`config.mk`:
```
export PLATFORM = sky130hd
export DESIGN_NAME = mbt_cell
export DESIGN_NICKNAME = d
export VERILOG_FILES = /design/src/design/mbt_pkg.sv /design/src/design/mbt_cell.sv
export SDC_FILE = /design/constraint.sdc
export NUM_CORES = 1
export LEC_CHECK = 0
export ABC_AREA = 1
export BUFFER_PORTS_ARGS = -buffer_cell sky130_fd_sc_hd__buf_2
export CAP_MARGIN = 20
export CORE_MARGIN = 5
export CORE_UTILIZATION = 41
export CTS_CLUSTER_DIAMETER = 60
export DETAILED_ROUTE_END_ITERATION = 10
export PLACE_DENSITY_LB_ADDON = 0.05
export SLEW_MARGIN = 10
export SYNTH_ARGS = -nofsm -noshare
export SYNTH_HDL_FRONTEND = slang
export SYNTH_SLANG_ARGS = --single-unit
export TNS_END_PERCENT = 50
```
`constraint.sdc`:
```
create_clock -name clk -period 0.85 [get_ports clk]
set_clock_uncertainty 0.15 [all_clocks]
set_input_delay 0.1275 -clock clk [delete_from_list [all_inputs] [get_ports clk]]
set_output_delay 0.1275 -clock clk [all_outputs]
set_load 0.02 [all_outputs]
```
`src/design/mbt_pkg.sv`:
```
// Shared types, constants and arithmetic helpers for the backprop trainer.
package mbt_pkg;

    localparam int PIPE_DEPTH = 6;

    localparam logic [15:0] OUT_MOM_RST  = 16'd13107;
    localparam logic [15:0] OUT_RATE_RST = 16'd26214;
    localparam logic [15:0] IN_MOM_RST   = 16'd13107;
    localparam logic [15:0] IN_RATE_RST  = 16'd19661;

    localparam logic signed [23:0] MAX24 = 24'sh7FFFFF;
    localparam logic signed [23:0] MIN24 = -24'sh800000;

    typedef enum logic [1:0] {
        OP_TRAIN = 2'd0,
        OP_INFER = 2'd1,
        OP_WRITE = 2'd2,
        OP_READ  = 2'd3
    } op_e_t;

    typedef enum logic [1:0] {
        REG_OUT_MOM  = 2'd0,
        REG_OUT_RATE = 2'd1,
        REG_IN_MOM   = 2'd2,
        REG_IN_RATE  = 2'd3
    } reg_idx_t;

    typedef enum logic [1:0] {
        MODE_FWD,
        MODE_UPD,
        MODE_PASS
    } mode_t;

    typedef enum logic [2:0] {
        ST_IDLE,
        ST_FWD,
        ST_YOUT,
        ST_ERR,
        ST_GAIN,
        ST_UPD,
        ST_PASS,
        ST_OUT
    } state_t;

    // One hidden unit's record as it travels round the ring.
    typedef struct packed {
        logic signed [23:0] w0;
        logic signed [23:0] w1;
        logic signed [23:0] v;
        logic signed [23:0] dw0;
        logic signed [23:0] dw1;
        logic signed [23:0] dv;
        logic        [16:0] act;
    } unit_t;

    typedef struct packed {
        logic [15:0] out_mom;
        logic [15:0] out_rate;
        logic [15:0] in_mom;
        logic [15:0] in_rate;
    } rates_t;

    function automatic logic signed [23:0] sat24(input logic signed [63:0] v);
        logic signed [23:0] r;
        if (v > 64'(MAX24))
            r = MAX24;
        else if (v < 64'(MIN24))
            r = MIN24;
        else
            r = v[23:0];
        return r;
    endfunction

endpackage

```
`src/design/mbt_cell.sv`:
```
// Storage cell of the unit ring: holds one hidden unit and hands it on.
module mbt_cell
    import mbt_pkg::*;
(
    input  logic  clk,
    input  logic  rst_n,
    input  logic  shift,
    input  unit_t d,
    output unit_t q
);

    unit_t unit_reg;
    unit_t unit_next;

    always_comb
    begin
        unit_next = shift ? d : unit_reg;
    end

    // Momenta, activation and weights all start at zero; weights are then set by writes.
    always_ff @(posedge clk or negedge rst_n)
    begin
        if (!rst_n)
            unit_reg <= '0;
        else
            unit_reg <= unit_next;
    end

    assign q = unit_reg;

endmodule

```
==> metrics.txt, run 1 <==
CP peak stage delay just over 0.4 ns; Clock Tree Buf Depth 2; Crit path max-delay family flip-flops; crit path time final 1.25 ns; Worst Path Buf+Inv 1; M2 GR Usage 40.1%; Reg area approximately 0.0040 mm^2; Placement Setup Slack -0.200 ns; die footprint 0.0174 mm^2; Design Area, Final about 0.011 mm^2; Worst Hold Slack -0.0398 ns; Placed Instance Area ~0.0080 mm^2; initial antenna violation count 0; Non-Filler Instances 1,410; Syn-to-layout area delta 87.6%; Synth Instances 680; GRT met1 Usage approximately 28%; Core ar. around 0.015 mm^2; setup_tns -62.19 ns; vias between 6,000 and 7,000; number of global-route vias before repair ~6,800; largest net degree at the start of global routing 64; fillers just under 900; cts bufs inserted 17; CP cell instances buf_6; status finished with violations; met3 Use GR around 8.5%; fin crit share 147%; WP data required about 0.57 ns; Placer Congestion approximately 0.79; global router's overall resource usage about a quarter; final net count ~1,400; Worst setup SP type register; die height ~130 um; post-synth cell types 6; Syn Area/Cell 8.96 um^2; Lkg Pwr between 6 and 7 nW; Post-Syn Area 0.00609 mm^2; Fin. Hold Viols 7; Yosys top cell by area dfrtp_1; drt pass-1 iters 6; clk sink count about 160; slowest CP cell dfrtp_1; Via density between 4 and 5; placed cell count approximately 1,200; clock root cell clkbuf_16; final worst slack -0.401 ns; Synth top area share ~66%; RSZ-0062 raised after global routing true; max FFs per register 161; DRT antenna net count 0; routed wire length 23,000 um; Final Setup Violations about 200; Max Fclk between 700 and 800 MHz; first-pass GRT wire length about 35,000 um; max-slew violations 0; busiest grt layer met2; Chip Width 132 um; violated checks hold timing, setup timing; Seq cells post-synth 161; Pwr Total 21.3 mW; Initial Util around two fifths; Min-Delay Path Class in2async; # diodes 0; CTS H-Tree Depth 4; actual slew at the worst max-slew pin roughly 0.28 ns; clock slew at reported path FFs roughly 0.06 ns; Buffers on Ports 324; CTS tree done; max_slew headroom between 80% and 90%; Core Rows 44; Syn. warnings 0; CP Class reg2out; crit path max fanout 2; Remaining Overflow, GRT 0; Net Count, Synth approximately 840; CP Capture Type primary output; multi-input logic area 0.00184 mm^2; WP data arrival ~0.97 ns; wire per inst about 16 um; DP HPWL roughly 14,000 um; fraction of layout cells with a size suffix above 1 a little over a third; DRC viols 0; max cap viols 0; top post-synthesis cells by area dfrtp_1 66%, nand2_1 30%, buf_6 1.8%, buf_2 1.8%, buf_4 0.37%; P per Cell Area about 1900 mW/mm^2; sequential fraction of the synthesis area 66.1%; Initial DRC Count around 270; Max VDD drop 1.38 mV; clk_lat worst skew slightly above 0.4 ns; I/O pins about 330; cts hold-fix bufs between 150 and 200
==> final timing paths <==
path                                    start  cells after the start  slack, ns                 end
max reg2reg                q[102]$_DFFE_PN0P_                      3      -0.06  q[102]$_DFFE_PN0P_
min                                     rst_n                      2      -0.04   q[72]$_DFFE_PN0P_
min in group clk                        shift                      4       0.05   q[81]$_DFFE_PN0P_
max                         q[56]$_DFFE_PN0P_                      1      -0.40               q[56]
min reg2reg                 q[84]$_DFFE_PN0P_                      2       0.31   q[84]$_DFFE_PN0P_
max in group asynchronous               rst_n                      3       0.14   q[51]$_DFFE_PN0P_
==> through the flow <==
stage | hold WS (ns) | utilization (%)
6_report | -0.0398 | 78.7
5_1_grt | -0.0244 | 78.7
4_1_cts | -0.0547 | 74.9
3_5_place_dp | -0.172 | 54.8
3_3_place_gp | -0.174 | 54.8
2_1_floorplan | -0.318 | -
==> synthesized netlist by cell type <==
| cell type | count |
|---|---|
| inv_4 | 1 |
| dfrtp_1 | 161 |
| buf_4 | 3 |
| buf_6 | 10 |
| buf_2 | 22 |
| nand2_1 | 483 |
==> placed cells by master, fill, tap and decap left out <==
master / count
clkinvlp_4: 4
inv_6: 1
buf_4: 54
buf_2: 178
dlygate4sd3_1: 163
clkbuf_8: 6
buf_12: 9
buf_6: 145
nand2_2: 9
clkbuf_16: 17
nand2_1: 474
clkbuf_1: 2
clkinv_2: 1
bufinv_16: 1
clkinv_4: 1
dfrtp_1: 161
==> layer usage <==
layer	wire (um)	vias up
li1	-	3098
met1	8500	3077
met2	11500	303
met3	1790	82
met4	1200	0
met5	0	-
==> logic make-up (layout without fill, tap and decap cells) <==
group	Yosys count	count (layout)	share of synthesized area [%]
AND/OR/NAND/NOR	483	483	29.8
flip-flops	161	161	66.1
buffers and inverters	36	582	4.13
==> cell type report <==
type / count / share of cell area [%]
Sequential cell: 161 / 35.2
Timing Repair Buffer: 549 / 41.5
Clock inverter: 7 / 0.646
Tap cell: 184 / 2.01
Clock buffer: 25 / 4.51
Multi-Input combinational cell: 483 / 16.1
Inverter: 1 / 0.0766
==> power by group <==
group          switching (mW)  internal, mW  leakage [nW]
Clock                    3.00          4.50         0.278
Sequential              0.512          8.35          1.96
Combinational            2.43          2.56          4.02
Total                    5.94          15.4          6.26
==> timing repair <==
| action | 4_1_cts | 5_1_grt |
|---|---|---|
| buffers inserted | 10 | 33 |
| pin swaps | 1 | 1 |
| endpoints found under the hold margin | 322 | 7 |
| endpoints found under the setup margin | 161 | 172 |
| gates resized for setup | 198 | 99 |
| cloned | 0 | 0 |
Power figures use the tool's default switching activity.
==> run 2, diff against run 1 <==
- clock period: 0.85 -> 1.45 ns (I/O delays scaled with it)
==> metrics.txt, run 2 (synthesized netlist as in run 1, its figures left out) <==
most frequent cells in the layout 483 x nand2_1, 322 x buf_2, 164 x dlygate4sd3_1, 161 x dfrtp_1, 17 x clkbuf_16; GRT met1 Usage 26.8% (-0.91 points); crit path time final around 1.4 ns; final net count 1,334 (-3.1%); setup_tns 0 ns (+62.19 ns); number of global-route vias before repair 6,463 (-4.7%); routed wire length 20,200 um (-12%); RSZ-0062 raised after global routing false; max_slew headroom 72.6% (-8.4 points); M2 GR Usage 39.3% (-0.81 points); Buffers on Ports 324 (unchanged); met3 Use GR 7.63% (-0.84 points); commonest non-fill, non-tap cell in the layout nand2_1; Initial DRC Count 223 (-16%); clk_lat worst skew 0.41 ns (about the same); reg2reg setup slack 0.65 ns (+0.71 ns); HP Start shift; Max Fclk roughly 720 MHz; max cap viols 0 (unchanged); busiest grt layer met2; Placer Congestion 0.814 (+3.7%); crit path max fanout 1 (-1); actual slew at the worst max-slew pin 0.410 ns (+0.126 ns); Worst setup SP type input port; clock root cell clkbuf_16; max-slew violations 0 (unchanged); Worst Hold Depth 4; reg2reg end q[153]$_DFFE_PN0P_; Post-CTS Setup Inserts 0 (-10); Chip Width 132 um (unchanged); Min-Delay Path Class in2reg; Worst Hold Endpoint q[127]$_DFFE_PN0P_; die height 132 um (unchanged); final worst slack 0.0616 ns (+0.463 ns); Final Setup Violations 0 (-100%); Max VDD drop 0.773 mV (-44%); CP Class in2reg; CTS tree done; Initial Util 41.9% (unchanged); I/O pins 325 (unchanged); cts hold-fix bufs 164 (+0.61%); CP cell instances dlygate4sd3_1, buf_2, nand2_1, dlygate4sd3_1, nand2_1; largest net degree at the start of global routing 87 (+36%); post-cts sizing count 0 (-100%); slowest CP cell dlygate4sd3_1; R2R depth 2 (-1); clk sink count 161 (unchanged); Core Rows 44 (unchanged); DRT antenna net count 0 (unchanged); P per Cell Area 1170 mW/mm^2 (-37%); Core ar. 0.0145 mm^2 (unchanged); CP Capture Type register; global router's overall resource usage 23.3% (-1.1 points); fraction of layout cells with a size suffix above 1 31.3% (-3.4 points); fillers 1,134 (+28%); cts bufs inserted 17 (unchanged); DP HPWL 13,400 um (-0.78%); clock slew at reported path FFs 0.06 ns (about the same); Placement Setup Slack 0.252 ns (+0.451 ns); die footprint 0.0174 mm^2 (unchanged); vias 6,145 (-6.3%); fin crit share 95.8%; Remaining Overflow, GRT 0 (unchanged); wire per inst 14.8 um (-9.6%); CP peak stage delay 0.56 ns (+0.15 ns); WP data arrival 1.55 ns (+0.58 ns); drt pass-1 iters 4 (-2); Via density 4.50 (-3.3%); DRC viols 0 (unchanged); Fin. Hold Viols 0 (-7); first-pass GRT wire length 32,800 um (-5.0%); max FFs per register 161 (unchanged); Syn-to-layout area delta 67.9%; Lkg Pwr 5.82 nW (-7.1%); RR Startpoint q[153]$_DFFE_PN0P_; initial antenna violation count 1 (+1); Clock Tree Buf Depth 2 (unchanged); CTS H-Tree Depth 4 (unchanged); WP data required 1.61 ns (+1.04 ns); status completed
## run 2: cell type report
| class | instances | area (um^2) | area share (%) |
|---|---|---|---|
| sequential | 161 | 4030 | 39.4 |
| antenna | 1 | 2.50 | 0.0245 |
| clock buffer | 25 | 505 | 4.94 |
| tap | 184 | 230 | 2.25 |
| timing repair buffer | 506 | 3540 | 34.6 |
| inverter | 1 | 6.26 | 0.0611 |
| clock inverter | 5 | 100 | 0.978 |
| multi-input combinational | 483 | 1810 | 17.7 |
## run 2: metal layers
layer  up-vias  part of all wire [%]
met1      2821                    39
met3        52                   8.0
met2       269                    49
met5         -                     0
met4         0                   4.0
li1       3003                     -
## run 2: worst max-delay path by stage
| stage | start | to | slack (ns) |
|---|---|---|---|
| 4_1_cts | q[153]$_DFFE_PN0P_ | q[153] | 0.07 |
| 6_report | d[144] | q[144]$_DFFE_PN0P_ | 0.06 |
| 2_1_floorplan | shift | q[0]$_DFFE_PN0P_ | 0.42 |
| 3_5_place_dp | shift | q[94]$_DFFE_PN0P_ | 0.25 |
| 3_3_place_gp | shift | q[100]$_DFFE_PN0P_ | 0.28 |
| 5_1_grt | d[144] | q[144]$_DFFE_PN0P_ | 0.03 |
## run 2: per-stage QoR
| stage | hold slack [ns] | instances | cell area [um^2] | power, mW | util [%] |
|---|---|---|---|---|---|
| finish | 0.0838 | 1366 | 10200 | 12.0 | 70.4 |
| global route | 0.106 | 1366 | 10200 | 12.5 | 70.4 |
| floorplan | -0.228 | 680 | 6090 | 6.17 | - |
| detailed placement | 0.00397 | 1171 | 7980 | 7.11 | 54.9 |
| CTS | 0.0821 | 1365 | 10200 | 12.0 | 70.4 |
| global placement | 0.00539 | 1171 | 7980 | 7.10 | 54.9 |
## run 2: worst max-delay path: cells and delay by family
family	cells	cell delay, ns
simple gates	2	0.12
buf+inv	3	1.21
## run 2: power by group
group          internal [mW]  total, mW  switching [mW]
registers               4.89       5.10           0.204
logic                  0.963       2.29            1.33
clock network           2.92       4.57            1.65
total                   8.77       12.0            3.18
==> run 3, diff against run 2 <==
- ABC_AREA: 1 -> default
==> metrics.txt, run 3 <==
number of global-route vias before repair 5,450 (-16%); max_slew headroom 79.6% (+7.0 points); DR WL met3 1470 um (-8.9%); Yosys top cell by area dfrtp_1; setup_tns 0 ns (unchanged); Syn Area/Cell 18.6 um^2 (+110%); Reg area 0.00403 mm^2 (unchanged); DRC viols 0 (unchanged); Max VDD drop 1.09 mV (+41%); routed wire length 18,700 um (-7.2%); crit path to q[9]; RR Startpoint q[134]$_DFFE_PN0P_; Buffers on Ports 324 (unchanged); status completed; # diodes 0 (-1); vias 4,796 (-22%); DP HPWL 12,800 um (-4.3%); initial antenna violation count 0 (-1); Lkg Pwr 5.26 nW (-9.6%); Initial DRC Count 74 (-67%); Initial Util 41.7% (-0.23 points); most common library cells after synthesis 161 x dfrtp_1, 90 x mux2_4, 71 x mux2_2; die footprint 0.0180 mm^2 (+3.7%); actual slew at the worst max-slew pin 0.306 ns (-0.105 ns); crit path time final 1.35 ns (-0.0372 ns); multi-input logic area 0.00215 mm^2 (+19%); commonest non-fill, non-tap cell in the layout buf_2; Syn-to-layout area delta 65.3%; Worst Path Buf+Inv 1 (-2); clk sink count 161 (unchanged); Worst setup SP type register; CP Capture Type primary output; CTS H-Tree Depth 4 (unchanged); Clock Tree Buf Depth 2 (unchanged); I/O pins 325 (unchanged); R2R depth 1 (-1); Placement Setup Slack 0.0778 ns (-0.174 ns); CP Class reg2out; die height 134 um (+1.8%); critical path startpoint q[9]$_DFFE_PN0P_; post-cts sizing count 0 (unchanged); Final Setup Violations 0 (unchanged); Most used DFF post-synth dfrtp_1; top post-synthesis cells by area dfrtp_1 64%, mux2_4 21%, mux2_2 13%, buf_6 2.0%, buf_2 0.55%; Critical Path Stages 1 (-4); Fin. Hold Viols 0 (unchanged); Post-Syn Area 0.00634 mm^2 (+4.0%); wire per inst 18.0 um (+22%); Core ar. 0.0152 mm^2 (+4.6%); Core Rows 45 (+2.3%); fin util 68.9% (-1.5 points); asr flop ratio synth 100% (unchanged); reg2reg setup slack 0.51 ns (-0.14 ns); CTS tree done; fillers 1,094 (-3.5%); Remaining Overflow, GRT 0 (unchanged); Synth top area share 63.6% (-2.6 points); Placer Congestion 0.824 (+1.2%); number of synthesized flops with an enable pin 0 (unchanged); CP peak stage delay 0.40 ns (-0.16 ns); Syn. warnings 0 (unchanged); most frequent cells in the layout 322 x buf_2, 162 x dlygate4sd3_1, 161 x dfrtp_1, 90 x mux2_4, 71 x mux2_2; reg2reg end q[134]$_DFFE_PN0P_; Via density 4.62 (+2.6%); Min-Delay Path Class in2reg; DRT antenna net count 0 (unchanged); Worst Hold Slack 0.0460 ns (-0.0378 ns); crit path max fanout 2 (+1); fin crit share 93.2% (-2.6 points); RSZ-0062 raised after global routing false; max cap viols 0 (unchanged); sequential fraction of the synthesis area 63.6% (-2.6 points); Synth Instances 340 (-50%); Chip Width 134 um (+1.8%); largest net degree at the start of global routing 41 (-53%); count leader, synth dfrtp_1; max-slew violations 0 (unchanged); max FFs per register 161 (unchanged); WP data required 1.08 ns (-0.53 ns); WP data arrival 0.98 ns (-0.57 ns); final net count 1,003 (-25%); first-pass GRT wire length 29,200 um (-11%); drt pass-1 iters 4 (unchanged); post-synth cell types 5 (-1); clock slew at reported path FFs 0.06 ns (about the same); final worst slack 0.0987 ns (+0.0372 ns); P per Cell Area 1180 mW/mm^2 (+0.79%); Crit path max-delay family flip-flops; clk_lat worst skew 0.41 ns (about the same); cts bufs inserted 17 (unchanged); Pwr Total 12.3 mW (+3.2%); slowest CP cell dfrtp_1; global router's overall resource usage 20.7% (-2.6 points); clock root cell clkbuf_16; Max Fclk 740 MHz (+2.7%); Seq cells post-synth 161 (unchanged); Met2 Wirelength 10000 um (+0.67%); max layer used met4; Net Count, Synth 504 (-40%); fraction of layout cells with a size suffix above 1 61.9% (+31 points); CP cell instances buf_2; Metal-1 WL 6810 um (-13%)
-- run 3: metal layers --
metal	up-vias	GRT usage, %
li1	2193	-
met1	2375	22.6
met2	200	37.3
met3	28	7.65
met4	0	6.73
met5	-	0
-- run 3: where the power goes --
part / internal, mW / switching, mW / total (mW)
Clock: 2.83 / 1.70 / 4.52
Combinational: 1.34 / 1.28 / 2.62
Sequential: 4.95 / 0.246 / 5.19
Total: 9.12 / 3.23 / 12.3
-- run 3: worst min path at each step --
| stage | from | endpoint | cells after the start |
|---|---|---|---|
| finish | shift | q[33]$_DFFE_PN0P_ | 2 |
| CTS | shift | q[33]$_DFFE_PN0P_ | 2 |
| global placement | rst_n | q[23]$_DFFE_PN0P_ | 1 |
| global route | shift | q[33]$_DFFE_PN0P_ | 2 |
| detailed placement | rst_n | q[23]$_DFFE_PN0P_ | 1 |
| floorplan | rst_n | q[0]$_DFFE_PN0P_ | 0 |
-- run 3: kinds of logic after synthesis --
kind of cell / share of synthesized area [%]
multiplexers: 33.9
flip-flops: 63.6
buffers and inverters: 2.51
-- run 3: through the flow --
stage / std cells / instance area, um^2
2_1_floorplan: 340 / 6340
3_3_place_gp: 846 / 8250
3_5_place_dp: 846 / 8250
4_1_cts: 1039 / 10500
5_1_grt: 1039 / 10500
6_report: 1039 / 10500
-- run 3: repair_timing --
action	CTS	global route
endpoints found under the hold margin	322	0
buffers inserted	0	0
endpoints found under the setup margin	0	0
hold buffers	162	0
-- run 3: final cells by class --
cell class / instances / share of cell area (%)
well taps: 188 / 2.24
clock buffers: 21 / 4.49
multi-input cells: 161 / 20.5
repair buffers: 498 / 33.0
flip-flops and latches: 161 / 38.4
clock inverters: 10 / 1.28
